==> config.mk <==
export PLATFORM = sky130hd
export DESIGN_NAME = freq_volt_record_parser
export DESIGN_NICKNAME = d
export VERILOG_FILES = /design/src/hdl/fvrp_pkg.sv /design/src/hdl/fvrp_fifo.sv /design/src/hdl/fvrp_front.sv /design/src/hdl/fvrp_back.sv /design/src/hdl/freq_volt_record_parser.sv
export SDC_FILE = /design/constraint.sdc
export NUM_CORES = 1
export LEC_CHECK = 0
export BUFFER_PORTS_ARGS = -buffer_cell sky130_fd_sc_hd__buf_2
export CAP_MARGIN = 10
export CORE_MARGIN = 2
export CORE_UTILIZATION = 35
export DETAILED_ROUTE_END_ITERATION = 16
export PLACE_DENSITY_LB_ADDON = 0.08
export SLEW_MARGIN = 20
export SYNTH_ARGS = -nofsm -noshare
export SYNTH_HDL_FRONTEND = slang
export SYNTH_SLANG_ARGS = --single-unit
==> constraint.sdc <==
create_clock -name clock -period 4.7 [get_ports clock]
set_input_delay 0.235 -clock clock [delete_from_list [all_inputs] [get_ports clock]]
set_output_delay 0.235 -clock clock [all_outputs]
set_load 0.05 [all_outputs]
==> src/hdl/fvrp_pkg.sv <==
`timescale 1ns / 1ps

package fvrp_pkg;

   // Printable ASCII window and the characters the record grammar uses.
   localparam logic [7:0] CHAR_LOW  = 8'h20;
   localparam logic [7:0] CHAR_HIGH = 8'h7E;
   localparam logic [7:0] CHAR_F    = 8'h46;
   localparam logic [7:0] CHAR_P    = 8'h50;
   localparam logic [7:0] CHAR_V    = 8'h56;
   localparam logic [7:0] CHAR_K    = 8'h6B;
   localparam logic [7:0] CHAR_EQ   = 8'h3D;
   localparam logic [7:0] CHAR_DOT  = 8'h2E;
   localparam logic [7:0] CHAR_ZERO = 8'h30;
   localparam logic [7:0] CHAR_NINE = 8'h39;

   // Character positions within a record; the opening letter sits at position 0.
   localparam int EQ_POS        = 1;
   localparam int F_K_POS       = 8;
   localparam int P_MIN_V_POS   = 3;
   localparam int P_MAX_V_POS   = 5;
   localparam int VOLT_LAST_POS = 4;

   localparam int FREQ_W = 48;
   localparam int VOLT_W = 24;
   localparam int RSP_W  = FREQ_W + VOLT_W;

   localparam int TOK_QUEUE_DEPTH = 2;
   localparam int RSP_QUEUE_DEPTH = 2;

   typedef enum logic [1:0] {
      TOK_START_F,
      TOK_START_P,
      TOK_CHAR
   } tok_kind_type;

   typedef struct packed {
      tok_kind_type kind;
      logic [7:0]   ch;
   } tok_type;

   typedef enum logic {
      REC_F,
      REC_P
   } rec_kind_type;

   function automatic logic is_digit(input logic [7:0] c);
      logic res;
      res = c inside {[CHAR_ZERO:CHAR_NINE]};
      return res;
   endfunction

endpackage

==> src/hdl/fvrp_fifo.sv <==
`timescale 1ns / 1ps

// Small first-in first-out queue; DEPTH must be a power of two.
module fvrp_fifo #(
   parameter int WIDTH = 8,
   parameter int DEPTH = 2
) (
   input  logic             clock,
   input  logic             reset,
   input  logic             push,
   input  logic [WIDTH-1:0] push_data,
   output logic             full,
   input  logic             pop,
   output logic [WIDTH-1:0] pop_data,
   output logic             empty
);

   localparam int PW = (DEPTH > 1) ? $clog2(DEPTH) : 1;
   localparam int CW = $clog2(DEPTH + 1);

   logic [WIDTH-1:0] mem_ff [DEPTH];
   logic [PW-1:0]    wr_ptr_ff, wr_ptr_in;
   logic [PW-1:0]    rd_ptr_ff, rd_ptr_in;
   logic [CW-1:0]    count_ff, count_in;
   logic             do_push, do_pop;

   assign full     = (count_ff == CW'(DEPTH));
   assign empty    = (count_ff == '0);
   assign do_push  = push && !full;
   assign do_pop   = pop && !empty;
   assign pop_data = mem_ff[rd_ptr_ff];

   always_comb begin
      wr_ptr_in = do_push ? wr_ptr_ff + 1'b1 : wr_ptr_ff;
      rd_ptr_in = do_pop ? rd_ptr_ff + 1'b1 : rd_ptr_ff;
      count_in  = count_ff;
      if (do_push && !do_pop) begin
         count_in = count_ff + 1'b1;
      end else if (do_pop && !do_push) begin
         count_in = count_ff - 1'b1;
      end
   end

   always_ff @(posedge clock) begin
      if (reset) begin
         wr_ptr_ff <= '0;
         rd_ptr_ff <= '0;
         count_ff  <= '0;
      end else begin
         wr_ptr_ff <= wr_ptr_in;
         rd_ptr_ff <= rd_ptr_in;
         count_ff  <= count_in;
      end
   end

   always_ff @(posedge clock) begin
      if (do_push) begin
         mem_ff[wr_ptr_ff] <= push_data;
      end
   end

endmodule

==> src/hdl/fvrp_front.sv <==
`timescale 1ns / 1ps

// Drops command and non-printable bytes and tags the rest for the parser.
module fvrp_front (
   input  logic              req_push,
   input  logic [7:0]        req_data_byte,
   input  logic              req_data_mode,
   output logic              req_full,
   output logic              tok_push,
   output fvrp_pkg::tok_type tok_data,
   input  logic              tok_full
);

   logic keep;

   assign req_full = tok_full;
   assign keep     = req_data_mode &&
                     (req_data_byte inside {[fvrp_pkg::CHAR_LOW:fvrp_pkg::CHAR_HIGH]});
   assign tok_push = req_push && !tok_full && keep;

   always_comb begin
      tok_data.ch = req_data_byte;
      case (req_data_byte)
         fvrp_pkg::CHAR_F: tok_data.kind = fvrp_pkg::TOK_START_F;
         fvrp_pkg::CHAR_P: tok_data.kind = fvrp_pkg::TOK_START_P;
         default:          tok_data.kind = fvrp_pkg::TOK_CHAR;
      endcase
   end

endmodule

==> src/hdl/fvrp_back.sv <==
`timescale 1ns / 1ps

// Record parser: checks each character as it arrives and keeps only what a result needs.
module fvrp_back #(
   parameter int STORE_DEPTH = 32
) (
   input  logic                       clock,
   input  logic                       reset,
   input  fvrp_pkg::tok_type          tok_data,
   input  logic                       tok_empty,
   output logic                       tok_pop,
   output logic                       res_push,
   output logic [fvrp_pkg::RSP_W-1:0] res_data,
   input  logic                       res_full
);

   localparam int CW = $clog2(STORE_DEPTH + 1);

   logic [CW-1:0]                 fill_ff, fill_in;
   fvrp_pkg::rec_kind_type        kind_ff, kind_in;
   logic                          ok_ff, ok_in;
   logic [fvrp_pkg::FREQ_W-1:0]   freq_acc_ff, freq_acc_in;
   logic [fvrp_pkg::VOLT_W-1:0]   volt_acc_ff, volt_acc_in;
   logic [fvrp_pkg::FREQ_W-1:0]   freq_hold_ff, freq_hold_in;
   logic                          pending_ff, pending_in;
   logic [7:0]                    c;
   logic                          open_room;

   assign c         = tok_data.ch;
   assign tok_pop   = !tok_empty && !res_full;
   assign open_room = (fill_ff != '0) && (fill_ff < CW'(STORE_DEPTH));
   assign res_data  = {freq_hold_ff, volt_acc_ff};

   always_comb begin
      fill_in      = fill_ff;
      kind_in      = kind_ff;
      ok_in        = ok_ff;
      freq_acc_in  = freq_acc_ff;
      volt_acc_in  = volt_acc_ff;
      freq_hold_in = freq_hold_ff;
      pending_in   = pending_ff;
      res_push     = 1'b0;
      if (tok_pop) begin
         case (tok_data.kind)
            fvrp_pkg::TOK_START_F: begin
               fill_in = CW'(1);
               kind_in = fvrp_pkg::REC_F;
               ok_in   = 1'b1;
            end
            fvrp_pkg::TOK_START_P: begin
               fill_in     = CW'(1);
               kind_in     = fvrp_pkg::REC_P;
               ok_in       = 1'b1;
               volt_acc_in = {3{fvrp_pkg::CHAR_ZERO}};
            end
            fvrp_pkg::TOK_CHAR: begin
               if (open_room) begin
                  fill_in = fill_ff + 1'b1;
                  if (kind_ff == fvrp_pkg::REC_F) begin
                     if (fill_ff == CW'(fvrp_pkg::EQ_POS)) begin
                        ok_in = ok_ff && (c == fvrp_pkg::CHAR_EQ);
                     end else if (fill_ff == CW'(fvrp_pkg::F_K_POS)) begin
                        if (ok_ff && (c == fvrp_pkg::CHAR_K)) begin
                           freq_hold_in = freq_acc_ff;
                           pending_in   = 1'b1;
                        end
                        fill_in = '0;
                     end else begin
                        ok_in       = ok_ff && (fvrp_pkg::is_digit(c) ||
                                               (c == fvrp_pkg::CHAR_DOT));
                        freq_acc_in = {freq_acc_ff[fvrp_pkg::FREQ_W-9:0], c};
                     end
                  end else begin
                     if (fill_ff == CW'(fvrp_pkg::EQ_POS)) begin
                        ok_in = ok_ff && (c == fvrp_pkg::CHAR_EQ);
                     end else if ((c == fvrp_pkg::CHAR_V) &&
                                  (fill_ff >= CW'(fvrp_pkg::P_MIN_V_POS))) begin
                        // Voltages longer than three digits are discarded.
                        if (ok_ff && (fill_ff <= CW'(fvrp_pkg::P_MAX_V_POS)) && pending_ff) begin
                           res_push   = 1'b1;
                           pending_in = 1'b0;
                        end
                        fill_in = '0;
                     end else begin
                        ok_in = ok_ff && fvrp_pkg::is_digit(c);
                        if (fill_ff <= CW'(fvrp_pkg::VOLT_LAST_POS)) begin
                           volt_acc_in = {volt_acc_ff[fvrp_pkg::VOLT_W-9:0], c};
                        end
                     end
                  end
               end
            end
            default: begin
            end
         endcase
      end
   end

   always_ff @(posedge clock) begin
      if (reset) begin
         fill_ff    <= '0;
         kind_ff    <= fvrp_pkg::REC_F;
         pending_ff <= 1'b0;
      end else begin
         fill_ff    <= fill_in;
         kind_ff    <= kind_in;
         pending_ff <= pending_in;
      end
   end

   always_ff @(posedge clock) begin
      ok_ff        <= ok_in;
      freq_acc_ff  <= freq_acc_in;
      volt_acc_ff  <= volt_acc_in;
      freq_hold_ff <= freq_hold_in;
   end

   a_fill_bound: assert property (@(posedge clock) disable iff (reset)
      fill_ff <= CW'(STORE_DEPTH))
      else $error("record fill count beyond store depth");

   a_push_needs_pending: assert property (@(posedge clock) disable iff (reset)
      res_push |-> (pending_ff && tok_pop && !res_full))
      else $error("result pushed without a pending frequency or a consumed token");

   a_pending_clears_on_emit: assert property (@(posedge clock) disable iff (reset)
      (!$past(reset) && $fell(pending_ff)) |-> $past(res_push))
      else $error("pending frequency dropped without a result");

   a_pending_sets_on_f: assert property (@(posedge clock) disable iff (reset)
      (!$past(reset) && $rose(pending_ff)) |-> $past(kind_ff == fvrp_pkg::REC_F))
      else $error("pending frequency set outside an F record");

endmodule

==> src/hdl/freq_volt_record_parser.sv <==
`timescale 1ns / 1ps

// An accepted request byte is registered in the token queue, and a result that it completes
// is registered in the result queue before it shows on the rsp_ ports. Throughput: one
// request per cycle while the result queue is not full. Two-entry queues sit between the byte
// filter and the parser and after the parser. Reset is synchronous and active high: it empties
// both queues, closes any open record and clears the pending frequency.
module freq_volt_record_parser #(
   parameter int STORE_DEPTH = 32
) (
   input  logic                        clock,
   input  logic                        reset,
   input  logic                        req_push,
   output logic                        req_full,
   input  logic [7:0]                  req_data_byte,
   input  logic                        req_data_mode,
   input  logic                        req_last_of_transfer,
   output logic                        rsp_empty,
   input  logic                        rsp_pop,
   output logic [fvrp_pkg::FREQ_W-1:0] rsp_freq_chars,
   output logic [fvrp_pkg::VOLT_W-1:0] rsp_volt_chars
);

   // The transfer boundary marker is carried on the interface, but the record grammar
   // does not depend on it, so it is accepted and otherwise not looked at.

   localparam int TOK_W = $bits(fvrp_pkg::tok_type);

   logic                       tok_push;
   logic                       tok_full;
   logic                       tok_empty;
   logic                       tok_pop;
   fvrp_pkg::tok_type          tok_in;
   fvrp_pkg::tok_type          tok_out;
   logic [TOK_W-1:0]           tok_out_bits;
   logic                       res_push;
   logic                       res_full;
   logic [fvrp_pkg::RSP_W-1:0] res_data;
   logic [fvrp_pkg::RSP_W-1:0] rsp_data;

   // The front end discards command bytes and anything outside printable ASCII,
   // and marks the two letters that open a record.
   fvrp_front u_front (
      .req_push      (req_push),
      .req_data_byte (req_data_byte),
      .req_data_mode (req_data_mode),
      .req_full      (req_full),
      .tok_push      (tok_push),
      .tok_data      (tok_in),
      .tok_full      (tok_full)
   );

   fvrp_fifo #(
      .WIDTH (TOK_W),
      .DEPTH (fvrp_pkg::TOK_QUEUE_DEPTH)
   ) u_tok_queue (
      .clock     (clock),
      .reset     (reset),
      .push      (tok_push),
      .push_data (tok_in),
      .full      (tok_full),
      .pop       (tok_pop),
      .pop_data  (tok_out_bits),
      .empty     (tok_empty)
   );

   assign tok_out = fvrp_pkg::tok_type'(tok_out_bits);

   // The back end follows the open record character by character. Rather than storing the
   // whole record, it keeps a running validity flag, the six frequency characters and the
   // first three voltage digits, which is all a result ever needs.
   fvrp_back #(
      .STORE_DEPTH (STORE_DEPTH)
   ) u_back (
      .clock     (clock),
      .reset     (reset),
      .tok_data  (tok_out),
      .tok_empty (tok_empty),
      .tok_pop   (tok_pop),
      .res_push  (res_push),
      .res_data  (res_data),
      .res_full  (res_full)
   );

   // The result queue lets the parser keep going while a finished request waits to be taken.
   fvrp_fifo #(
      .WIDTH (fvrp_pkg::RSP_W),
      .DEPTH (fvrp_pkg::RSP_QUEUE_DEPTH)
   ) u_rsp_queue (
      .clock     (clock),
      .reset     (reset),
      .push      (res_push),
      .push_data (res_data),
      .full      (res_full),
      .pop       (rsp_pop),
      .pop_data  (rsp_data),
      .empty     (rsp_empty)
   );

   assign rsp_freq_chars = rsp_data[fvrp_pkg::RSP_W-1:fvrp_pkg::VOLT_W];
   assign rsp_volt_chars = rsp_data[fvrp_pkg::VOLT_W-1:0];

endmodule
==> impl_metrics.json <==
{
  "status": "completed",
  "synth.distinct_cells": 57,
  "synth_edf_count": 285,
  "finalCritPeriodShare_pct": 76.8,
  "max_stage_delay_ns": 0.93,
  "p_leak_nw": 4.37,
  "crit_fanout": 27,
  "die_area_sq_um": 33100,
  "core_sq_um": 31400,
  "detail-route-antenna-nets": 0,
  "path_class": "register to register",
  "cts_made_buffers": 34,
  "critPathLaunchType": "register",
  "drt-vias-per-instance": 4.74,
  "grt_max_degree": 49,
  "syn_area_sq_um": 11100,
  "final_area_sq_um": 13200,
  "wl_mm": 20.2,
  "cpMaxStageDelayCell": "a32o_1",
  "drcViolationCount": 0,
  "cts_setup_buffers": 0,
  "slew_viol_final": 0,
  "async_reset_ff_share_pct": 0,
  "syn_nets": 609,
  "p_sw_share_pct": 21.6,
  "cts.sinks": 303,
  "die_w_microns": 182,
  "setup_tns_ns": 0,
  "clock_path_buffers": 3,
  "arrival_ns": 3.80,
  "path_clk_slew_ns": 0.06,
  "antennaDiodeCount": 0,
  "cts_hold_buffers": 8,
  "regArea_sq_um": 8920,
  "avgSynthCellArea_sq_um": 18.8,
  "synth_seq_cells": 303,
  "finalSetupViolCount": 0,
  "grt_pass1_vias": 5708,
  "peakVddDrop_mv": 0.209,
  "grt_pass1_wl_mm": 31.9,
  "portBuffers": 86,
  "combinationalPowerShare_pct": 6.4,
  "placementRows": 65,
  "cp-end-kind": "register",
  "layout.nets": 728,
  "io_pins": 88,
  "drive_gt1_share_pct": 31.1,
  "dp_hpwl_mm": 12.4,
  "place_area_sq_um": 12000,
  "power.density_nw_per_um2": 459,
  "vias": 5371,
  "cts_resized": 0,
  "place_ws_ns": 1.06,
  "multi_input_area_sq_um": 2020,
  "seqPwrFrac_pct": 52.0,
  "r2r_setup_slack_ns": 1.09,
  "intPower_mw": 4.74,
  "power.switching_mw": 1.31,
  "clock_latency_ns": 0.50,
  "ys_seq_area_share_pct": 80.5,
  "syn_to_final_growth_pct": 19.0,
  "initial_utilization_pct": 35.3,
  "pwr-share-clk_pct": 41.5,
  "n_fill_cell": 2822,
  "slew_headroom_pct": 35.0,
  "antenna_found_initial": 0,
  "rsz0062_at_grt": "no",
  "min_period_ns": 3.61,
  "syn_inst": 590,
  "hold_viol_final": 0,
  "path_cells": "a32o_1 > and4_1 > and2_1 > and2b_4 > buf_4",
  "max_freq_mhz": 277,
  "postLayoutCoreUtil_pct": 42.0,
  "worst_pin_slew_ns": 0.976,
  "maxCapViolCount": 0,
  "finClkSkew_ns": 0.00984,
  "worst-path-buf-inv": 1,
  "cts_max_level": 2,
  "required_ns": 4.89,
  "critical-path-top-delay-family": "simple AND/OR/NAND/NOR gates",
  "timing.final.ws_setup_ns": 1.09,
  "min_path_type": "primary input to register",
  "drtIter0Drc": 285,
  "first_pass_iters": 6,
  "grt_use_total_pct": 12.4,
  "holdWs_ns": 0.150,
  "die_h_microns": 182,
  "wire_per_inst_microns": 17.8,
  "place_congestion": 0.814,
  "gr-total-overflow": 0,
  "synthFlopType": "edfxtp_1",
  "cts_tree": "yes",
  "cts_root_buf": "clkbuf_16",
  "ys_warn_count": 0
}
## path summary, 6_finish.rpt
| path | from | to | cells past startpoint |
|---|---|---|---|
| setup / recovery | register | u_rsp_queue.mem_ff[0][20]$_DFFE_PP_ | 5 |
| hold / removal | reset | register | 2 |
| setup reg to reg | register | u_rsp_queue.mem_ff[0][20]$_DFFE_PP_ | 5 |
| hold reg to reg | u_back.freq_acc_ff[44]$_DFFE_PP_ | u_back.freq_hold_ff[44]$_DFFE_PP_ | 0 |
## per-stage QoR
step | cells | power, mW
after CTS | 1132 | 6.15
after detailed placement | 1067 | 3.59
after floorplan | 590 | 3.46
final | 1132 | 6.05
after global placement | 1067 | 3.58
after global routing | 1132 | 6.32
## cell type report
cell class / count / share of cell area [%]
sequential: 303 / 67.7
multi-input combinational: 252 / 15.3
clock buffer: 42 / 6.84
timing repair buffer: 102 / 4.61
tap: 402 / 3.81
clock inverter: 15 / 1.26
inverter: 16 / 0.455
## cells in the mapped netlist, types with 4 or more instances
cell	instances	area [sq um]
a21oi_1	9	45.0
and2_1	15	93.8
clkbuf_1	12	45.0
dfxtp_1	18	360
edfxtp_1	285	8560
ha_1	5	62.6
inv_1	16	60.1
mux2_2	73	822
mux2i_1	5	50.1
nand2_1	22	82.6
nand2b_1	8	50.1
nand3_1	5	25.0
nand3b_1	7	52.6
nand4b_1	4	35.0
nor2_1	21	78.8
nor2b_1	4	25.0
nor3_1	8	40.0
nor4_1	5	31.3
o21a_1	4	30.0
o21ai_0	6	30.0
xor2_1	5	43.8
## cells by family after synthesis
kind of cell / share of synthesized area, %
AND/OR/NAND/NOR: 6.36
AO/OA/AOI/OAI: 2.61
multiplexers: 8.01
adder cells (fa/ha/maj): 0.565
buffers and inverters: 1.42
flip-flops: 80.5
XOR/XNOR: 0.553
## cells in the final DEF, fill, tap and decap left out, drive strengths merged, types with 7 or more instances in the layout
master	netlist	routed
nor3	8	8
nand2	22	22
nand2b	8	8
dfxtp	18	18
mux2	74	74
clkbuf	12	42
dlygate4sd3	0	8
nor4	7	7
nor2	21	21
edfxtp	285	285
nand3b	7	7
inv	16	18
a21oi	9	9
and2	15	15
clkinv	0	9
buf	7	94
o21ai	7	7
## worst reg2reg max path, delay by kind of cell (launching register included)
family	cells	cell delay [ns]
compound gates	1	0.93
buf+inv	1	0.33
flops	1	0.90
simple gates	3	1.13
## power groups by stage
stage / logic (mW) / registers, mW / clock network [mW]
detailed placement: 0.386 / 3.20 / 0
global placement: 0.378 / 3.20 / 0
global route: 0.435 / 3.16 / 2.72
CTS: 0.393 / 3.15 / 2.61
floorplan: 0.305 / 3.16 / 0
finish: 0.388 / 3.15 / 2.51
## sequential cells by signal (all words and copies together), names as in the netlist, named ones only
name,flops
u_back.kind_ff,1
u_back.ok_ff,1
u_back.fill_ff,6
u_back.volt_acc_ff,24
u_rsp_queue.rd_ptr_ff,1
u_tok_queue.mem_ff,20
u_tok_queue.rd_ptr_ff,1
u_rsp_queue.count_ff,2
u_rsp_queue.wr_ptr_ff,1
u_back.freq_acc_ff,48
u_back.pending_ff,1
u_rsp_queue.mem_ff,144
u_tok_queue.count_ff,2
u_tok_queue.wr_ptr_ff,1
u_back.freq_hold_ff,48
## per-layer routing
layer  up-vias  part of all wire (%)  wire, microns  track usage [%]
li1       2528                     -              -                -
met1      2693                    44           8920             15.6
met2       113                    49           9840             21.0
met3        37                   4.5            913             2.87
met4         0                   2.5            498             4.16
met5         -                     0              0                0
Power figures use the tool's default switching activity.
